[config.mk]
export PLATFORM = sky130hd
export DESIGN_NAME = button_edge_event_queue
export DESIGN_NICKNAME = d
export VERILOG_FILES = /design/src/design/bevq_pkg.sv /design/src/design/bevq_ram.sv /design/src/design/bevq_scan.sv /design/src/design/button_edge_event_queue.sv
export SDC_FILE = /design/constraint.sdc
export NUM_CORES = 1
export LEC_CHECK = 0
export ABC_AREA = 1
export BUFFER_PORTS_ARGS = -buffer_cell sky130_fd_sc_hd__buf_2
export CAP_MARGIN = 20
export CORE_ASPECT_RATIO = 1.5
export CORE_MARGIN = 2
export CORE_UTILIZATION = 25
export DETAILED_ROUTE_END_ITERATION = 12
export PLACE_DENSITY = 0.43
export SLEW_MARGIN = 20
export SYNTH_ARGS = -nofsm -noshare
export SYNTH_HDL_FRONTEND = slang
export SYNTH_SLANG_ARGS = --single-unit
[constraint.sdc]
create_clock -name clk -period 3.9 [get_ports clk]
set_input_delay 0.39 -clock clk [delete_from_list [all_inputs] [get_ports clk]]
set_output_delay 0.39 -clock clk [all_outputs]
set_load 0.01 [all_outputs]
[src/design/bevq_pkg.sv]
// shared types, constants and the button uid table for the button edge event queue
// no dependencies
package bevq_pkg;

	localparam int NUM_BUTTONS         = 11;
	localparam int IDX_W               = 4;
	localparam int UID_W               = 25;
	localparam int ENTRY_W             = IDX_W + 1;
	localparam int DEFAULT_QUEUE_DEPTH = 64;

	localparam logic FUNC_UPDATE = 1'b0;
	localparam logic FUNC_POP    = 1'b1;

	localparam logic STATUS_OK    = 1'b0;
	localparam logic STATUS_EMPTY = 1'b1;

	localparam logic [31:0] UID_TABLE [NUM_BUTTONS] = '{
		32'h0106C3FE, 32'h0106C400, 32'h0106C3FF, 32'h0106C401,
		32'h0106C402, 32'h0106C406, 32'h0106C408, 32'h0106C40A,
		32'h0106C40B, 32'h0106C40C, 32'h0106C40D
	};

	typedef struct packed {
		logic             valid;
		logic [IDX_W-1:0] index;
		logic             pressed;
	} bevq_push_t;

	function automatic logic [UID_W-1:0] bevq_uid(input logic [IDX_W-1:0] idx);
		logic [UID_W-1:0] uid;
		uid = '0;
		if (idx < IDX_W'(NUM_BUTTONS)) begin
			uid = UID_TABLE[idx][UID_W-1:0];
		end
		return uid;
	endfunction

endpackage

[src/design/bevq_ram.sv]
// generic single-write, single-read synchronous ram with registered read data
// no dependencies
module bevq_ram #(
	parameter int WIDTH = 8,
	parameter int DEPTH = 64
) (
	input  logic                     clk,
	input  logic                     wr_en,
	input  logic [$clog2(DEPTH)-1:0] wr_addr,
	input  logic [WIDTH-1:0]         wr_data,
	input  logic                     rd_en,
	input  logic [$clog2(DEPTH)-1:0] rd_addr,
	output logic [WIDTH-1:0]         rd_data
);

	logic [WIDTH-1:0] mem [DEPTH];

	always_ff @(posedge clk) begin
		if (wr_en) begin
			mem[wr_addr] <= wr_data;
		end
		if (rd_en) begin
			rd_data <= mem[rd_addr];
		end
	end

endmodule

[src/design/bevq_scan.sv]
// level change scanner: keeps the previous pad levels and walks the change mask
// one button per cycle; depends on bevq_pkg
module bevq_scan
	import bevq_pkg::*;
(
	input  logic                   clk,
	input  logic                   arst_n,
	input  logic                   start,
	input  logic [NUM_BUTTONS-1:0] levels,
	output bevq_push_t             push,
	output logic                   done
);

	logic [NUM_BUTTONS-1:0] prev_q;
	logic [NUM_BUTTONS-1:0] mask_q;
	logic [NUM_BUTTONS-1:0] lev_q;
	logic [IDX_W-1:0]       idx_q;
	logic                   active_q;
	logic                   last;

	assign last         = idx_q == IDX_W'(NUM_BUTTONS - 1);
	assign done         = active_q && last;
	assign push.valid   = active_q && mask_q[idx_q];
	assign push.index   = idx_q;
	assign push.pressed = lev_q[idx_q];

	always_ff @(posedge clk or negedge arst_n) begin
		if (!arst_n) begin
			prev_q   <= '0;
			active_q <= 1'b0;
			idx_q    <= '0;
		end else if (start) begin
			prev_q   <= levels;
			active_q <= 1'b1;
			idx_q    <= '0;
		end else if (active_q) begin
			idx_q <= idx_q + 1'b1;
			if (last) begin
				active_q <= 1'b0;
			end
		end
	end

	always_ff @(posedge clk) begin
		if (start) begin
			mask_q <= levels ^ prev_q;
			lev_q  <= levels;
		end
	end

endmodule

[src/design/button_edge_event_queue.sv]
// top level of the button edge event queue: fifo control around the event ram
// depends on bevq_pkg, bevq_ram, bevq_scan
//
// channel  dir  tdata                                           tuser
// s_axis   in   [10:0] buttons                                  [0] func
// m_axis   out  [3:0] index, [4] pressed, [29:5] uid, [30] drop  [0] status
//
// update: accept, then the scanner walks one button per cycle, with one ram write
// per changed button while the queue is not full (a full queue sets the drop flag)
// pop: ram read on accept, then result into the output register
// reset clears levels, pointers, count and drop flag; the event ram is not cleared
// a stalled output holds the pop in its read state until the register frees up
module button_edge_event_queue
	import bevq_pkg::*;
#(
	parameter int QUEUE_DEPTH = DEFAULT_QUEUE_DEPTH
) (
	input  logic        clk,
	input  logic        arst_n,
	input  logic        s_axis_tvalid,
	output logic        s_axis_tready,
	input  logic [15:0] s_axis_tdata,  // [10:0] buttons
	input  logic        s_axis_tuser,  // [0] func
	output logic        m_axis_tvalid,
	input  logic        m_axis_tready,
	output logic [31:0] m_axis_tdata,  // [3:0] button_index, [4] pressed,
	                                   // [29:5] uid, [30] events_dropped
	output logic        m_axis_tuser   // [0] status
);

	localparam int PTR_W = $clog2(QUEUE_DEPTH);
	localparam int CNT_W = $clog2(QUEUE_DEPTH + 1);

	typedef enum logic [2:0] {
		ST_IDLE = 3'b001,
		ST_SCAN = 3'b010,
		ST_POP  = 3'b100
	} state_t;

	state_t           state_q;
	state_t           state_d;
	logic [PTR_W-1:0] rd_ptr_q;
	logic [PTR_W-1:0] wr_ptr_q;
	logic [CNT_W-1:0] count_q;
	logic             dropped_q;

	logic             out_valid_q;
	logic             out_status_q;
	logic [IDX_W-1:0] out_idx_q;
	logic             out_pressed_q;
	logic [UID_W-1:0] out_uid_q;
	logic             out_dropped_q;

	logic               in_acc;
	logic               upd_start;
	logic               pop_start;
	logic               full;
	logic               empty;
	logic               out_free;
	logic               pop_done;
	logic               wr_en;
	bevq_push_t         push;
	logic               scan_done;
	logic [ENTRY_W-1:0] rd_data;

	assign s_axis_tready = state_q == ST_IDLE;
	assign in_acc        = s_axis_tvalid && s_axis_tready;
	assign upd_start     = in_acc && s_axis_tuser == FUNC_UPDATE;
	assign pop_start     = in_acc && s_axis_tuser == FUNC_POP;
	assign full          = count_q == CNT_W'(QUEUE_DEPTH);
	assign empty         = count_q == '0;
	assign out_free      = !out_valid_q || m_axis_tready;
	assign pop_done      = state_q == ST_POP && out_free;
	assign wr_en         = push.valid && !full;

	bevq_scan u_scan (
		.clk    (clk),
		.arst_n (arst_n),
		.start  (upd_start),
		.levels (s_axis_tdata[NUM_BUTTONS-1:0]),
		.push   (push),
		.done   (scan_done)
	);

	bevq_ram #(
		.WIDTH (ENTRY_W),
		.DEPTH (QUEUE_DEPTH)
	) u_ram (
		.clk     (clk),
		.wr_en   (wr_en),
		.wr_addr (wr_ptr_q),
		.wr_data ({push.pressed, push.index}),
		.rd_en   (pop_start),
		.rd_addr (rd_ptr_q),
		.rd_data (rd_data)
	);

	always_comb begin
		state_d = state_q;
		unique case (state_q)
			ST_IDLE: begin
				if (upd_start) begin
					state_d = ST_SCAN;
				end else if (pop_start) begin
					state_d = ST_POP;
				end
			end
			ST_SCAN: begin
				if (scan_done) begin
					state_d = ST_IDLE;
				end
			end
			ST_POP: begin
				if (out_free) begin
					state_d = ST_IDLE;
				end
			end
			default: state_d = ST_IDLE;
		endcase
	end

	always_ff @(posedge clk or negedge arst_n) begin
		if (!arst_n) begin
			state_q     <= ST_IDLE;
			rd_ptr_q    <= '0;
			wr_ptr_q    <= '0;
			count_q     <= '0;
			dropped_q   <= 1'b0;
			out_valid_q <= 1'b0;
		end else begin
			state_q <= state_d;
			if (push.valid) begin
				if (full) begin
					dropped_q <= 1'b1;
				end else begin
					wr_ptr_q <= (wr_ptr_q == PTR_W'(QUEUE_DEPTH - 1)) ? '0 : wr_ptr_q + 1'b1;
					count_q  <= count_q + 1'b1;
				end
			end
			if (pop_done) begin
				out_valid_q <= 1'b1;
				if (!empty) begin
					rd_ptr_q  <= (rd_ptr_q == PTR_W'(QUEUE_DEPTH - 1)) ? '0 : rd_ptr_q + 1'b1;
					count_q   <= count_q - 1'b1;
					dropped_q <= 1'b0;
				end
			end else if (m_axis_tready) begin
				out_valid_q <= 1'b0;
			end
		end
	end

	always_ff @(posedge clk) begin
		if (pop_done) begin
			if (empty) begin
				out_status_q  <= STATUS_EMPTY;
				out_idx_q     <= '0;
				out_pressed_q <= 1'b0;
				out_uid_q     <= '0;
				out_dropped_q <= 1'b0;
			end else begin
				out_status_q  <= STATUS_OK;
				out_idx_q     <= rd_data[IDX_W-1:0];
				out_pressed_q <= rd_data[IDX_W];
				out_uid_q     <= bevq_uid(rd_data[IDX_W-1:0]);
				out_dropped_q <= dropped_q;
			end
		end
	end

	assign m_axis_tvalid = out_valid_q;
	assign m_axis_tuser  = out_status_q;
	assign m_axis_tdata  = {1'b0, out_dropped_q, out_uid_q, out_pressed_q, out_idx_q};

endmodule

# Word-level counts from Yosys, hierarchy flattened
# Memory sizes are Yosys's and may differ from the RTL's. A register that Yosys moved wholly into a read port is not among the register bits.
# Index checks and enable logic that the tools add are counted.
totals:
  reg_bits: 69
  ram_bits: 320
  rom_bits: 512
  in_bits: 21
  output_inout_bits: 35
  word_cells: 86
  mem_count: 2
op_classes:
  addsub: 5
  order_cmp: 2
  n_eq_ne: 10
  muxes: 29
  n_bitwise: 6
  reduce_logical: 17
memory_table:
  columns: ["memory", "words", "width", "rd", "rd_clocked_by_memory_dff", "wr", "line", "source"]
  rows:
  - ["(name not given)", 16, 32, 1, 1, 0, "bevq_pkg.sv:33", "uid = UID_TABLE[idx][UID_W-1:0];"]
  - ["u_ram.mem", 64, 5, 1, 1, 1, "bevq_ram.sv:16", "logic [WIDTH-1:0] mem [DEPTH];"]
ops:
  columns: ["cell", "count"]
  rows:
  - ["7-bit 2-to-1 mux", 4]
  - ["1-bit 2-to-1 mux", 14]
  - ["6-bit by 1-bit adder with 6-bit output (second input constant)", 2]
  - ["6-bit == test (second input constant)", 2]
  - ["3-bit 2-to-1 mux", 4]
  - ["6-bit 2-to-1 mux", 2]
  - ["11-bit bitwise XOR", 1]
  - ["3-bit case mux with 3 select lines", 1]
  - ["1-bit binary-select mux with 4-bit select", 2]
  - ["4-bit 2-to-1 mux", 2]
  - ["7-bit by 1-bit adder with 7-bit output (second input constant)", 1]
  - ["7-bit == test (second input constant)", 1]
  - ["1-bit logical AND", 7]
  - ["7-bit logical NOT", 1]
  - ["7-bit by 1-bit subtractor with 7-bit output (second input constant)", 1]
  - ["4-bit by 5-bit less-than comparator with 1-bit output (second input constant)", 1]
  - ["4-bit inverter with 5-bit output", 1]
  - ["4-bit by 1-bit adder with 4-bit output (second input constant)", 1]
  - ["4-bit == test (second input constant)", 1]
  - ["4-bit less-than comparator (second input constant)", 1]
  - ["2-bit inequality test (second input constant)", 2]
  - ["1-bit inverter", 4]
  - ["2-bit AND reduction", 2]
  - ["2-bit nonzero test", 2]
  - ["8 further kinds", 9]

# Logic depth before layout (Yosys ltp)
# Gate-level depths: netlist (run 1).
depth:
  ltp_word: 6
  ltp_mapped: 14
  mapped_depth_nobuf: 12

# By module
# A second synthesis (run 1) with hierarchy kept.
unflattened:
  cells_unflattened: 1585
  hier_area_um2: 17312.9
by_module_without_submodules:
  columns: ["module", "n_inst", "cells_per_inst", "area_each_um2", "seq_area_each_um2"]
  rows:
  - ["bevq_ram", 1, 1162, 13437.9, 9759.4]
  - ["button_edge_event_queue", 1, 266, 2224.6, 1012.2]
  - ["bevq_scan", 1, 157, 1650.3, 1061.0]

# Worst setup path before layout (run 1)
# OpenSTA, ideal clock, no wires.
synth_path:
  kind: "register -> register"
  from: "reg u_scan.idx_q[0]"
  to: "mem u_ram.mem[0][4] (netlist bit), data pin"
  setup_ns: 0.554
  t_arrival_ns: 3.567
  t_required_ns: 3.346
  slack_ns: -0.221
  stages_incl_launch_ff: 6
  path_buffers: 1
  synth_period_minus_slack_ns: 4.121
  path_cell_list: "dfrtp_1 buf_4 o21ai_0 o221ai_1 o21ai_0 o22ai_1"
synth_rtl:
  columns: ["item", "line", "source"]
  rows:
  - ["start: declaration", "bevq_scan.sv:17", "logic [IDX_W-1:0] idx_q;"]
  - ["start signal: assignment", "bevq_scan.sv:37", "idx_q <= idx_q + 1'b1;"]
  - ["end: declaration", "bevq_ram.sv:16", null]

# Final worst setup path (run 1)
layout_path:
  from: "reg u_scan.idx_q[0]"
  to: "mem u_ram.mem[16][1] (netlist bit) (enable)"
layout_via:
  elab_chain_cells: 6
layout_rtl:
  columns: ["item", "line", "source"]
  rows:
  - ["1-bit binary-select mux with 4-bit select", "bevq_scan.sv:23", "assign push.valid = active_q && mask_q[idx_q];"]
  - ["1-bit 2-to-1 mux (implied by the code)", "bevq_scan.sv:23", null]
  - ["1-bit logical AND", "bevq_scan.sv:23", null]
  - ["1-bit logical AND", "button_edge_event_queue.sv:74", "assign wr_en = push.valid && !full;"]
  - ["1-bit 2-to-1 mux", "bevq_ram.sv:19", "if (wr_en) begin"]
  - ["1-bit 2-to-1 mux (implied by the code)", "bevq_ram.sv:20", "mem[wr_addr] <= wr_data;"]
# No other way between the ends. The select of a mux whose other input is x is not followed.

==> key figures, run 1 <==
Status
  – Run status: completed

Clocking
  – Number of sinks on the clock net: 401
  – Depth of the CTS H-tree: 2
  – Clock tree from TritonCTS: yes
  – Clock Tree Root: sky130_fd_sc_hd__clkbuf_16
  – Clock slew at the register clock pins of the worst setup and hold paths: 0.06 ns
  – Post-CTS repair timing setup buffer count: 0
  – Buffers from clock root to sink, at most: 3
  – Post_cts resized: 0
  – Worst-skew pair later-pin latency: 0.55 ns
  – Total clock buffers created by CTS: 39

Yosys
  – Post-synthesis share of cell area spent on full adders, half adders and majority gates: 0.439%
  – Multiplexer area fraction after synthesis: 0%
  – XOR/XNOR Fraction of Synth Area: 1.23%
  – Number of warnings printed during yosys synthesis: 0
  – Synthesized area per cell: 11.0 sq um
  – Compound-Gate Fraction of Synth Area: 7.91%
  – Post-synthesis instance area: 17,100 sq um
  – Count of flip-flops with a built-in enable after synthesis: 361
  – #FFs+latches synth: 401
  – Netlist cell types: 38
  – Simple-gate share of the synthesized area: 16.6%
  – Cell type with the largest total area after synthesis: sky130_fd_sc_hd__edfxtp_1
  – Ranking of synthesized cells by area: sky130_fd_sc_hd__edfxtp_1 (63%), sky130_fd_sc_hd__nor2_1 (8.1%), sky130_fd_sc_hd__dfrtp_1 (5.7%)
  – Combinational family with the most area after synthesis: simple AND/OR/NAND/NOR gates
  – Cell count after synthesis: 1,551
  – Async S/R FF share, synth: 9.98%
  – Sequential share of the synthesized area: 69.3%
  – Primary flip-flop cell chosen by synthesis mapping: sky130_fd_sc_hd__edfxtp_1
  – Share of the synthesized area in the top cell type: 63.4%

Critical path
  – Sequence of cells on the critical path: inv_2, nand2_1, nand3_1, nand2_1, nor2_1, nand2_1, nand2_4, nand3_4, inv_6, nand2_2, nor2_1
  – Crit path required time: 4.08 ns
  – Worst Path Arrival: 3.04 ns
  – Slowest library cell on the worst path: sky130_fd_sc_hd__nor2_1
  – CP top delay family: simple AND/OR/NAND/NOR gates
  – Crit Path Category: reg2reg
  – FF-to-FF path depth: 11
  – Crit path launch type: flip-flop
  – Critical Path Max Stage Delay: 0.52 ns
  – Worst Path Buf+Inv: 2
  – Critical Path Sink Type: flip-flop
  – Maximum fanout along the worst path: 19
  – Top cell by count, worst path: sky130_fd_sc_hd__nand2_1
  – Count of cell instances traversed by the critical path: 11

Timing
  – Max frequency: 350 MHz
  – Hold Worst Slack: 0.0466 ns
  – Setup violators final: 0
  – RSZ-0062 raised after global routing: no
  – Number of failing hold endpoints at the final stage: 0
  – Fin crit share: 73.3%
  – Worst slew margin relative to its limit: 40.8%
  – Sum Neg Setup Slack: 0 ns
  – Final slew viol count: 0
  – Actual slew at the worst max-slew pin: 0.887 ns
  – Setup skew after layout: 0.0167 ns
  – Time the final worst path needs with I/O delays and setup: 2.86 ns
  – Slack of the critical path: 1.04 ns

Placement
  – Post-placement setup slack: 1.01 ns
  – Half-perimeter wire length after placement: 27,700 um
  – Number of I/O port buffers: 40
  – Routability cong.: 0.756

Floorplanning
  – Floorplan die area: 70,500 sq um
  – Die H: 324 um
  – DIE WIDTH: 218 um
  – Std-Cell Rows: 117
  – Count of pins on the block boundary: 56
  – Core area: 67,800 sq um
  – Effective utilization at floorplan: 25.2%

Hold path
  – Cells on Worst Hold Path: 2
  – Classification of the worst-slack hold path: in2reg

Routing
  – Wirelength per Cell: 17.6 um
  – Number of iterations in the first detailed-routing pass: 5
  – Via count normalized by instance count: 4.35
  – Routed vias: 10,900
  – Antenna Violating Nets Remaining: 0
  – DR DRC count: 0
  – Total wirelength of the detailed-routed design: 44,000 um
  – DRT iter0 DRCs: 749

Pwr
  – Pwr Total: 15.3 mW
  – Peak supply drop: 0.501 mV
  – Reported leakage power: 6.91 nW
  – Cell Pwr Density: 781 nW/um^2

GRT
  – GR Util All Layers: 12.5%
  – Maximum number of pins on one net before global-route repair: 177
  – Sum of overflow across all layers after global routing: 0
  – Wire length of the first global-routing pass: 66,900 um
  – Vias in the first global route: 11,200
  – Antenna violations before repair: 0

Layout
  – Net total in the final layout: 1,605
  – Layout cells sized above 1: 9.89%
  – Antenna diode count: 0
  – Finished Core Util: 28.8%
  – Fill cell instance count of the final layout: 7,028
  – Area growth from synthesis to layout: 14.3%

Job
  – Max-cap violation count: 0
-- placed cells by master (no fill, tap or decap), types with 2 or more instances in the layout --
master and instances:
sky130_fd_sc_hd__nor2_1 367, sky130_fd_sc_hd__edfxtp_1 361, sky130_fd_sc_hd__nand2_1 219, sky130_fd_sc_hd__o21ai_0 177, sky130_fd_sc_hd__nand3_1 81, sky130_fd_sc_hd__inv_1 70, sky130_fd_sc_hd__clkbuf_16 41, sky130_fd_sc_hd__buf_2 40
sky130_fd_sc_hd__o211ai_1 33, sky130_fd_sc_hd__dfrtp_1 33, sky130_fd_sc_hd__buf_4 24, sky130_fd_sc_hd__xor2_1 22, sky130_fd_sc_hd__a21oi_1 21, sky130_fd_sc_hd__clkinv_1 11, sky130_fd_sc_hd__conb_1 10, sky130_fd_sc_hd__nand2_2 9
sky130_fd_sc_hd__or2_2 8, sky130_fd_sc_hd__nor3_1 7, sky130_fd_sc_hd__clkinv_2 7, sky130_fd_sc_hd__o21ai_1 6, sky130_fd_sc_hd__ha_1 6, sky130_fd_sc_hd__clkbuf_1 6, sky130_fd_sc_hd__clkbuf_8 5, sky130_fd_sc_hd__o22ai_1 4
sky130_fd_sc_hd__bufinv_16 4, sky130_fd_sc_hd__dfrtp_2 4, sky130_fd_sc_hd__nand3_2 3, sky130_fd_sc_hd__clkinvlp_4 3, sky130_fd_sc_hd__inv_2 2, sky130_fd_sc_hd__nand4_1 2, sky130_fd_sc_hd__xnor2_1 2, sky130_fd_sc_hd__o31ai_1 2
sky130_fd_sc_hd__a31oi_1 2, sky130_fd_sc_hd__buf_12 2, sky130_fd_sc_hd__dfrtp_4 2
-- area by class of cell --
cell class / instances / area [sq um] / area share, %
sequential: 401 / 11900 / 60.7
multi-input combinational: 989 / 4520 / 23.1
clock buffer: 52 / 1120 / 5.72
tap: 892 / 1120 / 5.71
timing repair buffer: 67 / 430 / 2.20
inverter: 80 / 307 / 1.57
clock inverter: 18 / 191 / 0.980
-- metrics by stage --
step	cells	cell area, sq um
2_1_floorplan	1560	17100
3_3_place_gp	2428	18200
3_5_place_dp	2428	18200
4_1_cts	2499	19500
5_1_grt	2499	19500
6_report	2499	19500
-- routing by layer --
| metal | GRT usage (%) | share of wire (%) |
|---|---|---|
| met1 | 14.5 | 40 |
| met3 | 1.36 | 2.8 |
| met5 | 0 | 0 |
| met4 | 4.79 | 3.2 |
| met2 | 23.6 | 54 |
-- cells in the mapped netlist, types with 2 or more instances --
library cell,count
sky130_fd_sc_hd__inv_2,3
sky130_fd_sc_hd__xor2_1,22
sky130_fd_sc_hd__nand3_1,81
sky130_fd_sc_hd__nand2_2,9
sky130_fd_sc_hd__a21oi_1,21
sky130_fd_sc_hd__o21ai_0,177
sky130_fd_sc_hd__nand4_1,2
sky130_fd_sc_hd__inv_1,70
sky130_fd_sc_hd__dfrtp_1,39
sky130_fd_sc_hd__nor3_1,7
sky130_fd_sc_hd__nor2_1,367
sky130_fd_sc_hd__o22ai_1,5
sky130_fd_sc_hd__nand2_1,219
sky130_fd_sc_hd__edfxtp_1,361
sky130_fd_sc_hd__buf_1,4
sky130_fd_sc_hd__a31oi_1,2
sky130_fd_sc_hd__o31ai_1,2
sky130_fd_sc_hd__buf_2,24
sky130_fd_sc_hd__buf_4,26
sky130_fd_sc_hd__o211ai_1,33
sky130_fd_sc_hd__or2_2,8
sky130_fd_sc_hd__nand3_2,3
sky130_fd_sc_hd__clkinv_1,6
sky130_fd_sc_hd__ha_1,6
sky130_fd_sc_hd__o21ai_1,6
sky130_fd_sc_hd__xnor2_1,2
sky130_fd_sc_hd__clkbuf_1,35
-- worst paths after layout --
check | from | end | slack, ns
max reg2reg | u_scan.idx_q[0] | u_ram.mem[16][1] | 1.04
max | u_scan.idx_q[0] | u_ram.mem[16][1] | 1.04
min | s_axis_tvalid | state_q[0] | 0.05
min reg2reg | u_scan.prev_q[2] | u_scan.prev_q[2] | 0.50
min in group asynchronous | arst_n | count_q[2] | 0.47
max in group asynchronous | arst_n | rd_ptr_q[0] | 2.72
-- cells by family after synthesis --
kind of cell / after synthesis
buffers and inverters: 170
AND/OR/NAND/NOR: 700
XOR/XNOR: 24
other: 1
AO/OA/AOI/OAI: 249
flip-flops: 401
adder cells (fa/ha/maj): 6
-- registers in the layout, summed over array words and instances, names as in the netlist --
| signal | cells |
|---|---|
| u_scan.active_q | 1 |
| m_axis_tvalid | 1 |
| wr_ptr_q | 6 |
| m_axis_tuser | 1 |
| u_scan.lev_q | 11 |
| out_pressed_q | 1 |
| u_scan.mask_q | 11 |
| out_idx_q | 4 |
| u_ram.rd_data | 5 |
| u_scan.prev_q | 11 |
| out_dropped_q | 1 |
| u_ram.mem | 320 |
| u_scan.idx_q | 4 |
| dropped_q | 1 |
| rd_ptr_q | 6 |
| out_uid_q | 7 |
| count_q | 7 |
| state_q | 3 |
-- repair_timing --
item                                   CTS  global route
endpoints found under the hold margin   28             0
hold buffers                             1             0
setup endpoints to repair                0             0
-- where the power goes --
group,internal [mW],switching [mW]
clock,2.28,1.60
sequential,5.69,0.346
combinational,1.40,3.93
total,9.37,5.88
(Power assumes the default switching activity.)
==> run 2: changes to the inputs <==
--- a/config.mk
+++ b/config.mk
@@ -5,14 +5,14 @@
 export SDC_FILE = /design/constraint.sdc
 export NUM_CORES = 1
 export LEC_CHECK = 0
-export ABC_AREA = 1
+export ABC_AREA = 0
 export BUFFER_PORTS_ARGS = -buffer_cell sky130_fd_sc_hd__buf_2
 export CAP_MARGIN = 20
 export CORE_ASPECT_RATIO = 1.5
 export CORE_MARGIN = 2
 export CORE_UTILIZATION = 25
 export DETAILED_ROUTE_END_ITERATION = 12
-export PLACE_DENSITY = 0.43
+export PLACE_DENSITY = 0.42
 export SLEW_MARGIN = 20
 export SYNTH_ARGS = -nofsm -noshare
 export SYNTH_HDL_FRONTEND = slang
==> constraint.sdc (replaced) <==
create_clock -name clk -period 3 [get_ports clk]
set_input_delay 0.3 -clock clk [delete_from_list [all_inputs] [get_ports clk]]
set_output_delay 0.3 -clock clk [all_outputs]
set_load 0.01 [all_outputs]
==> run 2 against run 1 <==
Effect of this change: die area down 3.2%; synthesized area shrank 3.2%; sequential cell count unchanged; global-route usage down 0.99 points; power is 28% lower; worst hold slack gained 0.015 ns; clock power increased by 26%; synthesized cell count is 39% lower; clock skew up 0.011 ns; register-to-register slack lost 0.84 ns; largest power group unchanged.
==> key figures, run 2 <==
Status
  – Run status: completed

Floorplanning
  – Die H: 319 um
  – Count of pins on the block boundary: 56
  – Core area: 65,500 sq um
  – Effective utilization at floorplan: 25.3%
  – Std-Cell Rows: 115
  – Floorplan die area: 68,300 sq um
  – DIE WIDTH: 214 um

GRT
  – Sum of overflow across all layers after global routing: 0
  – Antenna violations before repair: 0
  – Most congested layer reported by global routing: met2
  – Met1 layer usage reported by global route: 12.2%
  – Vias in the first global route: 9,095
  – GR Util All Layers: 11.6%
  – Met2 usage: 22.8%
  – GR Layer Usage met3: 1.40%
  – Maximum number of pins on one net before global-route repair: 68
  – Wire length of the first global-routing pass: 58,900 um

Clocking
  – Total clock buffers created by CTS: 39
  – Worst-skew pair later-pin latency: 0.56 ns
  – Depth of the CTS H-tree: 2
  – Clock Tree Root: sky130_fd_sc_hd__clkbuf_16
  – Clock slew at the register clock pins of the worst setup and hold paths: 0.07 ns
  – Clock tree from TritonCTS: yes
  – Buffers from clock root to sink, at most: 3
  – Number of sinks on the clock net: 401

Timing
  – Time the final worst path needs with I/O delays and setup: 2.80 ns
  – RSZ-0062 raised after global routing: no
  – Sum Neg Setup Slack: 0 ns
  – Worst slew margin relative to its limit: 50.2%
  – Number of failing hold endpoints at the final stage: 0
  – Max frequency: 357 MHz
  – Setup skew after layout: 0.0280 ns
  – Actual slew at the worst max-slew pin: 0.747 ns
  – Fin crit share: 93.3%
  – Final slew viol count: 0
  – Setup violators final: 0

Critical path
  – Sequence of cells on the critical path: mux2i_1, a221o_1, o32ai_4, nand2_2, nor2_1
  – Worst Path Buf+Inv: 0
  – Crit path launch type: flip-flop
  – CP top delay family: simple AND/OR/NAND/NOR gates
  – Crit Path Category: reg2reg
  – Critical Path Sink Type: flip-flop
  – Maximum fanout along the worst path: 14
  – Slowest library cell on the worst path: sky130_fd_sc_hd__dfrtp_2
  – Crit path required time: 3.20 ns
  – Critical Path Max Stage Delay: 0.52 ns
  – Worst Path Arrival: 3.00 ns

Placement
  – Number of I/O port buffers: 40
  – Routability cong.: 0.738
  – Half-perimeter wire length after placement: 26,500 um
  – Placed cell area: 17,900 sq um

Layout
  – Number of flip-flops under the largest register name: 320
  – Layout cells sized above 1: 24.6%
  – Antenna diode count: 0
  – Commonest cells after routing, fill and taps aside: sky130_fd_sc_hd__edfxtp_1 (361), sky130_fd_sc_hd__nor2_1 (93), sky130_fd_sc_hd__mux4_2 (78), sky130_fd_sc_hd__buf_4 (42), sky130_fd_sc_hd__buf_2 (40)
  – Final design area excluding fillers: 19,300 sq um
  – Area growth from synthesis to layout: 16.6%
  – Commonest non-fill, non-tap cell in the layout: sky130_fd_sc_hd__edfxtp_1
  – Register with the highest flop count: u_ram.mem
  – Net total in the final layout: 1,056

Yosys
  – Cell type with the largest total area after synthesis: sky130_fd_sc_hd__edfxtp_1
  – Post-synthesis instance area: 16,500 sq um
  – Async S/R FF share, synth: 9.98%
  – #FFs+latches synth: 401
  – Netlist cell types: 67
  – Share of the synthesized area in the top cell type: 65.5%
  – Ranking of synthesized cells by area: sky130_fd_sc_hd__edfxtp_1 (66%), sky130_fd_sc_hd__mux4_2 (11%), sky130_fd_sc_hd__dfrtp_1 (5.9%)
  – List of most frequent post-synthesis cells: sky130_fd_sc_hd__edfxtp_1 (361), sky130_fd_sc_hd__nor2_1 (95), sky130_fd_sc_hd__mux4_2 (78), sky130_fd_sc_hd__dfrtp_1 (39), sky130_fd_sc_hd__nand2_1 (29)
  – Cell count after synthesis: 950
  – Cell with the most instances after synthesis: sky130_fd_sc_hd__edfxtp_1
  – Number of warnings printed during yosys synthesis: 0
  – Synthesized area per cell: 17.4 sq um
  – Primary flip-flop cell chosen by synthesis mapping: sky130_fd_sc_hd__edfxtp_1
  – Sequential share of the synthesized area: 71.6%
  – Count of flip-flops with a built-in enable after synthesis: 361

Routing
  – Antenna Violating Nets Remaining: 0
  – DR DRC count: 0
  – Wirelength per Cell: 20.4 um
  – Routed vias: 8,464
  – Number of iterations in the first detailed-routing pass: 4
  – Via count normalized by instance count: 4.38
  – Total wirelength of the detailed-routed design: 39,400 um
  – DRT iter0 DRCs: 521

Pwr
  – Reported leakage power: 6.63 nW
  – Peak supply drop: 0.466 mV
  – Pwr Total: 10.9 mW
  – Cell Pwr Density: 567 nW/um^2

Job
  – Max-cap violation count: 0

Hold path
  – Classification of the worst-slack hold path: in2reg
[run 2: cell count changes after synthesis, moves of 11 or more]
cell | before | now
sky130_fd_sc_hd__inv_1 | 70 | 11
sky130_fd_sc_hd__clkbuf_1 | 35 | 22
sky130_fd_sc_hd__nor2_1 | 367 | 95
sky130_fd_sc_hd__nor2b_1 | 0 | 13
sky130_fd_sc_hd__mux2_2 | 0 | 14
sky130_fd_sc_hd__nand3_1 | 81 | 17
sky130_fd_sc_hd__mux2i_1 | 0 | 28
sky130_fd_sc_hd__nand2_1 | 219 | 29
sky130_fd_sc_hd__o211ai_1 | 33 | 5
sky130_fd_sc_hd__mux4_2 | 0 | 78
sky130_fd_sc_hd__o21ai_0 | 177 | 13
sky130_fd_sc_hd__buf_2 | 24 | 13
[run 2: report_power, final]
part | switching, mW | leakage (nW) | total [mW] | internal [mW]
Sequential | 0.0000000000000000247 | 4.33 | 6.00 | 6.00
Clock | 2.15 | 0.599 | 4.88 | 2.74
Combinational | 0.0294 | 1.70 | 0.0515 | 0.0222
[run 2: kinds of logic (layout without fill, tap and decap cells)]
| logic type | Yosys count | count (layout) | synth area share (%) |
|---|---|---|---|
| buffers and inverters | 84 | 181 | 2.75 |
| and+or+nand+nor | 221 | 221 | 6.69 |
| other | 1 | 10 | 0.0227 |
| xor gates and xnor gates | 20 | 20 | 1.06 |
| muxes | 120 | 120 | 13.3 |
| DFF | 401 | 401 | 71.6 |
| AOI/OAI and AO/OA | 97 | 97 | 4.18 |
| adders and majority gates | 6 | 6 | 0.454 |
[run 2: per-stage QoR]
step	utilization, %	hold WS, ns	worst slack [ns]	std cells
floorplan	-	0.00441	0.0833	959
global placement	27.4	0.246	0.218	1853
detailed placement	27.4	0.245	0.181	1853
CTS	29.5	0.0319	0.167	1933
global route	29.5	0.0604	0.00280	1933
finish	29.5	0.0612	0.202	1933
[run 2: worst paths after layout]
check | from | endpoint | slack, ns | depth (start not counted)
worst max-delay path | u_scan.idx_q[0] | u_ram.mem[47][4] | 0.20 | 5
worst min-delay path | s_axis_tuser | u_scan.idx_q[2] | 0.06 | 3
worst max register to register | u_scan.idx_q[0] | u_ram.mem[47][4] | 0.20 | 5
worst min register to register | count_q[6] | count_q[6] | 0.50 | 1
max in group asynchronous | arst_n | rd_ptr_q[0] | 2.21 | 3
min in group asynchronous | arst_n | m_axis_tvalid | 0.18 | 2
[run 2: area by class of cell]
| class | count | area [sq um] |
|---|---|---|
| flip-flops and latches | 401 | 11900 |
| clock inverters | 25 | 239 |
| well taps | 877 | 1100 |
| multi-input cells | 474 | 4310 |
| inverters | 13 | 48.8 |
| repair buffers | 100 | 756 |
| clock buffers | 43 | 991 |
| fillers | 6473 | 46200 |
[run 2: layer usage]
layer | routed length [um] | part of all wire, %
met3 | 1110 | 2.8
met4 | 1380 | 3.5
met1 | 14600 | 37
met2 | 22300 | 57
met5 | 0 | 0
[run 2: timing repair]
item	CTS	global route
endpoints found under the hold margin	35	0
hold buffers	12	0
buffers inserted	0	0
gates resized for setup	0	2
endpoints found under the setup margin	0	5
[run 2: worst min-delay path, stage by stage]
cell and delay [ns]:
sky130_fd_sc_hd__buf_2 0.11, sky130_fd_sc_hd__nor2b_4 0.08, sky130_fd_sc_hd__nor2_1 0.10
